`src/pll_multiplier_select_assert.svh`:
```
// Assertion macros for the PLL multiplier selection block
`ifndef PLL_MULTIPLIER_SELECT_ASSERT_SVH
`define PLL_MULTIPLIER_SELECT_ASSERT_SVH

`ifndef SYNTH

// Check a property on every rising clock edge outside reset
`define PMS_ASSERT(lbl, clk, rst_n, prop) \
    lbl: assert property (@(posedge clk) disable iff (!rst_n) (prop)) \
        else $error("%m: assertion failed");

// Check that a condition implies another one in the same cycle
`define PMS_ASSERT_IMP(lbl, clk, rst_n, a, b) \
    lbl: assert property (@(posedge clk) disable iff (!rst_n) (a) |-> (b)) \
        else $error("%m: implication failed");

`else

`define PMS_ASSERT(lbl, clk, rst_n, prop)
`define PMS_ASSERT_IMP(lbl, clk, rst_n, a, b)

`endif

`endif

```
`src/pms_pkg.sv`:
```
package pms_pkg;

    localparam int CLOCK_BITS_DEFAULT = 31;
    localparam int MUL_BITS           = 8;
    localparam int MUL_LIMIT          = 16;
    localparam int HALF_CLOCK_RESET   = 4000000;

endpackage

```
`src/pms_div_cell.sv`:
```
module pms_div_cell #(
    parameter int CLOCK_BITS = pms_pkg::CLOCK_BITS_DEFAULT
) (
    input  logic                  clk,
    input  logic                  rst_n,
    input  logic                  in_valid,
    input  logic [CLOCK_BITS:0]   in_x,
    input  logic [CLOCK_BITS-1:0] in_rem,
    input  logic [CLOCK_BITS-1:0] in_divisor,
    output logic                  out_valid,
    output logic [CLOCK_BITS:0]   out_x,
    output logic [CLOCK_BITS-1:0] out_rem,
    output logic [CLOCK_BITS-1:0] out_divisor
);

    import pms_pkg::*;

    logic                  valid_reg;
    logic [CLOCK_BITS:0]   x_reg;
    logic [CLOCK_BITS:0]   x_next;
    logic [CLOCK_BITS-1:0] rem_reg;
    logic [CLOCK_BITS-1:0] rem_next;
    logic [CLOCK_BITS-1:0] divisor_reg;
    logic [CLOCK_BITS:0]   trial;
    logic [CLOCK_BITS:0]   diff;
    logic                  fits;

    // one restoring division step: bring down the next dividend bit
    always_comb
    begin
        trial    = {in_rem, in_x[CLOCK_BITS]};
        diff     = trial - {1'b0, in_divisor};
        fits     = trial >= {1'b0, in_divisor};
        rem_next = fits ? diff[CLOCK_BITS-1:0] : trial[CLOCK_BITS-1:0];
        x_next   = {in_x[CLOCK_BITS-1:0], fits};
    end

    always_ff @(posedge clk or negedge rst_n)
    begin
        if (!rst_n)
        begin
            valid_reg <= 1'b0;
        end
        else
        begin
            valid_reg <= in_valid;
        end
    end

    always_ff @(posedge clk)
    begin
        x_reg       <= x_next;
        rem_reg     <= rem_next;
        divisor_reg <= in_divisor;
    end

    assign out_valid   = valid_reg;
    assign out_x       = x_reg;
    assign out_rem     = rem_reg;
    assign out_divisor = divisor_reg;

endmodule

```
`config.mk`:
```
export PLATFORM = sky130hd
export DESIGN_NAME = pms_div_cell
export DESIGN_NICKNAME = d
export VERILOG_FILES = /design/src/pll_multiplier_select_assert.svh /design/src/pms_pkg.sv /design/src/pms_div_cell.sv
export SDC_FILE = /design/constraint.sdc
export NUM_CORES = 1
export LEC_CHECK = 0
export BUFFER_PORTS_ARGS = -buffer_cell sky130_fd_sc_hd__buf_2
export CAP_MARGIN = 25
export CORE_ASPECT_RATIO = 2
export CORE_MARGIN = 8
export CORE_UTILIZATION = 24
export DETAILED_ROUTE_END_ITERATION = 8
export PLACE_DENSITY_LB_ADDON = 0.08
export SLEW_MARGIN = 20
export SYNTH_ARGS = -nofsm -noshare
export SYNTH_HDL_FRONTEND = slang
export SYNTH_SLANG_ARGS = --single-unit
```
`constraint.sdc`:
```
create_clock -name clk -period 0.8 [get_ports clk]
set_input_delay 0.04 -clock clk [delete_from_list [all_inputs] [get_ports clk]]
set_output_delay 0.04 -clock clk [all_outputs]
set_load 0.05 [all_outputs]
```
==> flow_metrics.tcl <==
set metrics [dict create \
    max-vdd-ir-drop_uv 1037 \
    synth_cell_types 48 \
    synth-edff-count 0 \
    synth_most_common_cell "dfxtp_1" \
    h-tree-depth 3 \
    dr.pass1.iters 4 \
    die_y_um 199.7 \
    nets 965 \
    pre_cts_ws_ps -1609 \
    synth_top_area_share_pct 46.48 \
    via_count 4747 \
    synthFlopType "dfxtp_1" \
    path_class "primary input to register" \
    cts_buffers 9 \
    violations "setup timing" \
    root_buffer "clkbuf_16" \
    yosysWarnings 0 \
    n_antenna_cell 0 \
    dieArea_um2 21540 \
    cts.sinks 95 \
    grt_util_met3_pct 3.650 \
    fin_area_um2 9092 \
    hold_class "primary input to register" \
    port_buffers 191 \
    layout_setup_ws_ps -1094 \
    vias_per_cell 4.530 \
    ys_ff_latch 95 \
    routed_wl_mm 18.05 \
    slew_violations 0 \
    min_period_ps 1894 \
    grt_pass1_wl_mm 27.10 \
    hold_viol 0 \
    antenna_found_initial 0 \
    grt_max_degree 18 \
    cp-start-kind "primary input" \
    timing.final.crit_share_pct 236.8 \
    track_usage_pct 16.67 \
    async_flop_share_pct 1.053 \
    netlist_area_um2 4049 \
    rsz0062_at_grt "true" \
    grt_pass1_vias 5297 \
    syn_nets 571 \
    routedWlPerCell_um 17.23 \
    grt_util_met2_pct 34.87 \
    start_util_pct 24.27 \
    dp_cells 928 \
    area_growth_pct 124.6 \
    cts_tree "done" \
    whs_ps 10.51 \
    p_per_area_nw_per_um2 1926 \
    path_max_fanout 9 \
    die-width_um 107.8 \
    max_freq_mhz 528.0 \
    hpwl_mm 13.49 \
    core-area_um2 16680 \
    finalSetupViolCount 127 \
    synth_top_cell_by_area "dfxtp_1" \
    drive_gt1_share_pct 61.12 \
    cp-end-kind "register" \
    yosysSeqAreaShare_pct 47.10 \
    arrival_ps 2140 \
    status "complete, but fails checks" \
    syn_inst 442 \
    clock_tree.buffer_depth 2 \
    grt_overflow 0 \
    cp.required_ps 1040 \
    antenna_left 0 \
    worstMarginPinSlew_ps 549.1 \
    max_cap_viol_count 0 \
    clkTransAtPathRegs_ps 70 \
    relSlewSlack_pct 63.01 \
    p_leak_nw 4.131 \
    routabilityCongestion 0.8707 \
    rows 67 \
    placed_cell_area_um2 6101 \
    io_pins 192 \
    drt-initial-drc-count 111 \
    syn_area_per_cell_um2 9.160 \
    drcViolationCount 0 \
    synthTopCellsByArea "dfxtp_1, ha_1, a21oi_1, inv_1, nor2_1" \
    yosys-top-cells-count "dfxtp_1, a21oi_1, inv_1, nor2_1, nand2_1" \
    busiest_layer "met2" \
    final_cells 1048 \
    met1_usage_pct 12.95 \
]
## power by group
| group | internal (mW) | switching, mW | leakage [nW] | total, mW |
|---|---|---|---|---|
| logic | 3.44 | 3.83 | 3.17 | 7.27 |
| registers | 5.35 | 0.344 | 0.805 | 5.69 |
| clock network | 2.62 | 1.93 | 0.152 | 4.55 |
## area by class of cell
| cell class | count | area (µm²) |
|---|---|---|
| fill | 1541 | 7590 |
| timing repair buffer | 395 | 3829 |
| multi-input combinational | 293 | 2479 |
| sequential | 95 | 2029 |
| tap | 207 | 259.0 |
| clock buffer | 11 | 252.7 |
| inverter | 42 | 180.2 |
| clock inverter | 5 | 63.81 |
## timing repair
action / in CTS / in global routing
setup endpoints to repair: 127 / 127
hold buffers: 86 / 1
endpoints found under the hold margin: 86 / 1
pin swaps: 32 / 14
gates cloned: 1 / 1
buffers inserted: 12 / 4
gates resized for setup: 478 / 35
## registers in the layout, summed over array words and instances (netlist names)
name         cells
out_valid        1
out_rem         31
out_x           32
out_divisor     31
## through the flow
step	TNS (ps)	power (mW)	util (%)
finish	-39520	17.51	54.50
global route	-44830	18.30	54.50
CTS	-41170	17.50	53.21
detailed placement	-49580	10.78	36.57
global placement	-48850	10.76	36.57
floorplan	-36490	8.802	-
## metal layers
metal | wire length (µm) | vias to the layer above
li1 | - | 2315
met1 | 5240 | 2238
met2 | 11040 | 157
met3 | 954 | 37
met4 | 818 | 0
met5 | 0 | -
## cells in the final DEF (no fill, tap or decap), types with 6 or more instances in the layout
cell type and n:
clkbuf_16 10, dfxtp_2 92, buf_6 14, ha_1 15, a21oi_1 44, nand2_1 27, dlygate4sd3_1 87, o21ai_0 19
buf_4 108, nor2_2 18, buf_8 97, inv_1 34, xnor2_1 10, nor2_4 6, nor2_1 18, ha_4 13
xor2_1 12, buf_2 84
## cell families (layout without fill, tap and decap cells)
kind of cell	count (synthesis)	after routing	synth area share (%)
compound gates	121	121	18.39
simple gates	116	116	13.32
flops	95	95	47.09
buf+inv	54	453	5.779
fa+ha+maj	32	32	10.07
xor+xnor	23	23	4.975
mux	1	1	0.3707
## worst max-delay path, stage by stage
cell       delay (ps)
buf_6             100
ha_4              240
a21o_1            170
a21o_1            210
a2111oi_4         320
nor3_2            100
a211o_1           310
nor2_4            200
inv_8             110
buf_6             140
a31o_2            190
## path summary, 6_finish.rpt
| check | startpoint | end | slack (ps) | cells past startpoint |
|---|---|---|---|---|
| max | in_rem[24] | out_rem[25] | -1090 | 11 |
| max in group asynchronous | rst_n | out_valid | 160 | 3 |
| min in group asynchronous | rst_n | out_valid | 540 | 3 |
| min | in_rem[14] | out_rem[15] | 10 | 4 |
Power figures use the tool's default switching activity.
