`src/pll_multiplier_select_assert.svh`:
```
// Assertion macros for the PLL multiplier selection block
`ifndef PLL_MULTIPLIER_SELECT_ASSERT_SVH
`define PLL_MULTIPLIER_SELECT_ASSERT_SVH

`ifndef SYNTH

// Check a property on every rising clock edge outside reset
`define PMS_ASSERT(lbl, clk, rst_n, prop) \
    lbl: assert property (@(posedge clk) disable iff (!rst_n) (prop)) \
        else $error("%m: assertion failed");

// Check that a condition implies another one in the same cycle
`define PMS_ASSERT_IMP(lbl, clk, rst_n, a, b) \
    lbl: assert property (@(posedge clk) disable iff (!rst_n) (a) |-> (b)) \
        else $error("%m: implication failed");

`else

`define PMS_ASSERT(lbl, clk, rst_n, prop)
`define PMS_ASSERT_IMP(lbl, clk, rst_n, a, b)

`endif

`endif

```
`src/pms_pkg.sv`:
```
package pms_pkg;

    localparam int CLOCK_BITS_DEFAULT = 31;
    localparam int MUL_BITS           = 8;
    localparam int MUL_LIMIT          = 16;
    localparam int HALF_CLOCK_RESET   = 4000000;

endpackage

```
`src/pms_select.sv`:
```
module pms_select #(
    parameter int CLOCK_BITS = pms_pkg::CLOCK_BITS_DEFAULT
) (
    input  logic                          clk,
    input  logic                          rst_n,
    input  logic                          in_valid,
    input  logic [CLOCK_BITS:0]           quotient2,
    input  logic [CLOCK_BITS-1:0]         divisor,
    output logic                          done,
    output logic [pms_pkg::MUL_BITS-1:0]  multiplier,
    output logic                          halve_reference,
    output logic [CLOCK_BITS-1:0]         achieved_clock,
    output logic                          zero_reference
);

    import pms_pkg::*;

    logic [CLOCK_BITS-1:0]      q;
    logic                       q2_odd;
    logic                       big;
    logic                       halve;
    logic                       zero;
    logic [MUL_BITS-1:0]        mul;

    logic                       valid_reg;
    logic [MUL_BITS-1:0]        mul_reg;
    logic                       halve_reg;
    logic                       zero_reg;
    logic [CLOCK_BITS-1:0]      ref_reg;

    logic [CLOCK_BITS+MUL_BITS-1:0] prod;
    logic [CLOCK_BITS-1:0]      achieved_next;

    logic                       done_reg;
    logic [MUL_BITS-1:0]        multiplier_reg;
    logic                       halve_out_reg;
    logic [CLOCK_BITS-1:0]      achieved_reg;
    logic                       zero_out_reg;

    // halving wins exactly when 2*target/ref is odd, the plain quotient is small
    // and half the reference is not zero
    always_comb
    begin
        q      = quotient2[CLOCK_BITS:1];
        q2_odd = quotient2[0];
        big    = q > CLOCK_BITS'(MUL_LIMIT);
        zero   = divisor == '0;
        halve  = !zero && q2_odd && !big && (divisor[CLOCK_BITS-1:1] != '0);
        priority if (zero)
            mul = '0;
        else if (halve)
            mul = {q[MUL_BITS-2:0], 1'b1};
        else
            mul = q[MUL_BITS-1:0];
    end

    always_comb
    begin
        prod = (CLOCK_BITS+MUL_BITS)'(mul_reg) * (CLOCK_BITS+MUL_BITS)'(ref_reg);
        achieved_next = halve_reg ? prod[CLOCK_BITS:1] : prod[CLOCK_BITS-1:0];
    end

    always_ff @(posedge clk or negedge rst_n)
    begin
        if (!rst_n)
        begin
            valid_reg <= 1'b0;
            done_reg  <= 1'b0;
        end
        else
        begin
            valid_reg <= in_valid;
            done_reg  <= valid_reg;
        end
    end

    always_ff @(posedge clk)
    begin
        mul_reg        <= mul;
        halve_reg      <= halve;
        zero_reg       <= zero;
        ref_reg        <= divisor;
        multiplier_reg <= mul_reg;
        halve_out_reg  <= halve_reg;
        achieved_reg   <= achieved_next;
        zero_out_reg   <= zero_reg;
    end

    assign done            = done_reg;
    assign multiplier      = multiplier_reg;
    assign halve_reference = halve_out_reg;
    assign achieved_clock  = achieved_reg;
    assign zero_reference  = zero_out_reg;

endmodule

```
`config.mk`:
```
export PLATFORM = sky130hd
export DESIGN_NAME = pms_select
export DESIGN_NICKNAME = d
export VERILOG_FILES = /design/src/pll_multiplier_select_assert.svh /design/src/pms_pkg.sv /design/src/pms_select.sv
export SDC_FILE = /design/constraint.sdc
export NUM_CORES = 1
export LEC_CHECK = 0
export ABC_AREA = 1
export BUFFER_PORTS_ARGS = -buffer_cell sky130_fd_sc_hd__buf_2
export CORE_AREA = 4 4 230 120
export DETAILED_ROUTE_END_ITERATION = 8
export DIE_AREA = 0 0 234 124
export PLACE_DENSITY = 0.59
export SLEW_MARGIN = 30
export SYNTH_ARGS = -nofsm -noshare
export SYNTH_HDL_FRONTEND = slang
export SYNTH_SLANG_ARGS = --single-unit
```
`constraint.sdc`:
```
create_clock -name clk -period 4.15 [get_ports clk]
set_input_delay 0.415 -clock clk [delete_from_list [all_inputs] [get_ports clk]]
set_output_delay 0.415 -clock clk [all_outputs]
set_load 0.1 [all_outputs]
```
==> results_dict.tcl <==
set metrics [dict create \
    syn_nets 1704 \
    yosysWarningCount 0 \
    tns_ns -1.76 \
    clk_pin_slew_worst_paths_ns 0.07 \
    cts_made_buffers 9 \
    syn_area_per_cell_um2 7.02 \
    insertion_delay_ns 0.38 \
    synth_area_um2 10100 \
    finClkSkew_ns 0.00635 \
    hold_viol_final 0 \
    num_vias 9397 \
    holdPathStages 1 \
    avgRoutedWirePerCell_um 15.0 \
    grt_pass1_wl_um 48700 \
    grt_use_met3_pct 5.76 \
    h-tree-depth 3 \
    async_flop_share_pct 2.38 \
    wirelength_um 30500 \
    post-route-period-util_pct 104 \
    ios 108 \
    max_clock_freq_mhz 232 \
    ys_seq_area_share_pct 16.7 \
    grt_busiest_layer "met2" \
    vdd_drop_max_mv 0.461 \
    pwr_density_cell_nw_per_um2 908 \
    rrSetupSlack_ns -0.17 \
    status "finished, violations left" \
    first_iter_violations 574 \
    p_leak_nw 8.30 \
    grtUsageTotal_pct 21.8 \
    cts_tree "yes" \
    crit_chain "buf_6 > buf_12 > buf_4 > nand2_1 > inv_1 > fa_1 > fa_1 > fa_1 > fa_1 > ha_4 > buf_6 > nand2_4 > nand2_4 > nand2_2 > nand2_2 > nand2_1 > nand2_1 > a21oi_2 > nand2_4 > inv_2 > nand2_1 > nand3_1 > nand2_1" \
    viasPerCell 4.62 \
    crit_end "achieved_clock[30]$_DFF_P_" \
    slew_headroom_pct 56.5 \
    layout.nets 1939 \
    crit_family "adder cells" \
    end_kind "flip-flop" \
    io_buffers 107 \
    slew_violations 0 \
    die_w_um 234 \
    cpMostUsedCell "nand2_1" \
    gp_congestion 0.919 \
    mostFrequentLayoutCells "inv_1 (370), nand2_1 (359), fa_1 (148)" \
    slowest_stage "fa_1" \
    synth_cell_types 40 \
    layout_setup_ws_ns -0.169 \
    die_h_um 124 \
    synth_seq_cells 84 \
    violations "setup timing" \
    synth_edf_count 0 \
    clockBufferDepth 2 \
    cap_violations 0 \
    cp_max_fo 9 \
    dpl.cell_count 1966 \
    dp_slack_ns -0.464 \
    num_rows 42 \
    grt_max_degree 34 \
    r2r_cells 23 \
    setup-violations-final 17 \
    critPathBufInv 6 \
    synth_top_area_share_pct 30.9 \
    synthTopCellsByArea "fa_1 (31%), dfxtp_1 (16%), nand2_1 (16%)" \
    path_depth 23 \
    r2r_start "mul_reg[2]$_SDFF_PP0_" \
    max_stage_delay_ns 0.61 \
    clockRootBuffer "clkbuf_16" \
    place_area_um2 11900 \
    clkSinkCount 84 \
    reg2reg_to "achieved_clock[30]$_DFF_P_" \
    synth_top_cell_by_area "fa_1" \
    layout.cells.non_filler 2034 \
    antenna_left 0 \
    drc 0 \
    antenna_found_initial 0 \
    area_delta_synth_final_pct 40.8 \
    final_common_cell "inv_1" \
    worst_pin_slew_ns 0.647 \
    syn_inst 1442 \
    drtPass1Iterations 7 \
    use_met1_pct 31.0 \
    startpoint_type "flip-flop" \
    hpwl_um 23100 \
    die_area_um2 29000 \
    worstSetupPathType "flip-flop to flip-flop" \
    fin_area_um2 14200 \
    required_ns 4.41 \
    hp-class "input pin to flip-flop" \
    period_needed_ns 4.32 \
    rsz0062_at_grt "yes" \
    grt_use_met2_pct 34.2 \
    synth_ff_type "dfxtp_1" \
    grt_pass1_vias 9634 \
    drive_gt1_share_pct 33.3 \
    gr-total-overflow 0 \
    initial_core_util_pct 39.2 \
    antenna_cells 0 \
    coreArea_um2 25800 \
    cp-startpoint "mul_reg[2]$_SDFF_PP0_" \
    critPathArrivalTime_ns 4.58 \
]
area by class of cell:
class / instances / area [um2]
fill: 2377 / 11600
multi-input combinational: 890 / 8000
timing repair buffer: 282 / 2240
sequential: 84 / 1720
inverter: 410 / 1540
tap: 352 / 440
clock buffer: 9 / 225
clock inverter: 7 / 83.8
through the flow:
stage               total power, mW  utilization [%]  hold slack, ns
floorplan                      6.14                -           0.119
global placement               8.53             46.2           0.200
detailed placement             8.58             46.2           0.203
CTS                            11.5             51.9           0.118
global route                   13.9             55.2           0.115
finish                         12.9             55.2           0.142
where the power goes:
| part | leakage [nW] | internal (mW) | total [mW] | switching [mW] |
|---|---|---|---|---|
| Clock | 0.154 | 0.477 | 0.864 | 0.387 |
| Combinational | 7.43 | 4.56 | 11.0 | 6.41 |
| Sequential | 0.715 | 1.03 | 1.10 | 0.0748 |
synthesized netlist by cell type (2+ instances only):
cell type and n:
a21o_1 2, a21oi_1 26, a21oi_2 4, and2_1 2, buf_1 6, buf_2 8, clkbuf_1 31, clkbuf_2 12
dfrtp_1 2, dfxtp_1 82, fa_1 156, ha_1 40, inv_1 408, mux2i_1 3, nand2_1 434, nand2_2 4
nand3_1 72, nand3b_1 3, nand4_1 13, nor2_1 69, nor2_2 2, nor3_1 8, nor4_1 4, o21ai_0 17
o21bai_1 8, or2_1 4, xnor2_1 3, xor2_1 7
logic make-up (layout without fill, tap and decap cells):
kind of cell	Yosys count	count (layout)	share of synthesized area, %
mux	3	3	0.297
fa+ha+maj	196	196	35.8
compound gates	61	61	3.55
simple gates	620	620	25.1
buf+inv	468	708	17.7
flops	84	84	16.7
xor+xnor	10	10	0.866
how the worst min path moves through the flow:
stage,from,endpoint,slack (ns)
floorplan,rst_n,done$_DFF_PN0_,0.12
global placement,rst_n,done$_DFF_PN0_,0.20
detailed placement,rst_n,valid_reg$_DFF_PN0_,0.20
CTS,in_valid,valid_reg$_DFF_PN0_,0.12
global route,in_valid,valid_reg$_DFF_PN0_,0.11
finish,in_valid,valid_reg$_DFF_PN0_,0.14
metal layers:
| metal | vias up | routed length, um |
|---|---|---|
| met5 | - | 0 |
| met4 | 0 | 255 |
| met3 | 18 | 1970 |
| met2 | 231 | 13600 |
| met1 | 4571 | 14700 |
| li1 | 4577 | - |
timing repair:
action,CTS,global route
setup endpoints to repair,24,25
pin swaps,109,145
setup buffers,25,24
hold buffers,1,0
gates resized for setup,225,167
hold endpoints to repair,2,0
gates cloned,2,3
Note: power is estimated with default switching activity, not from simulation.
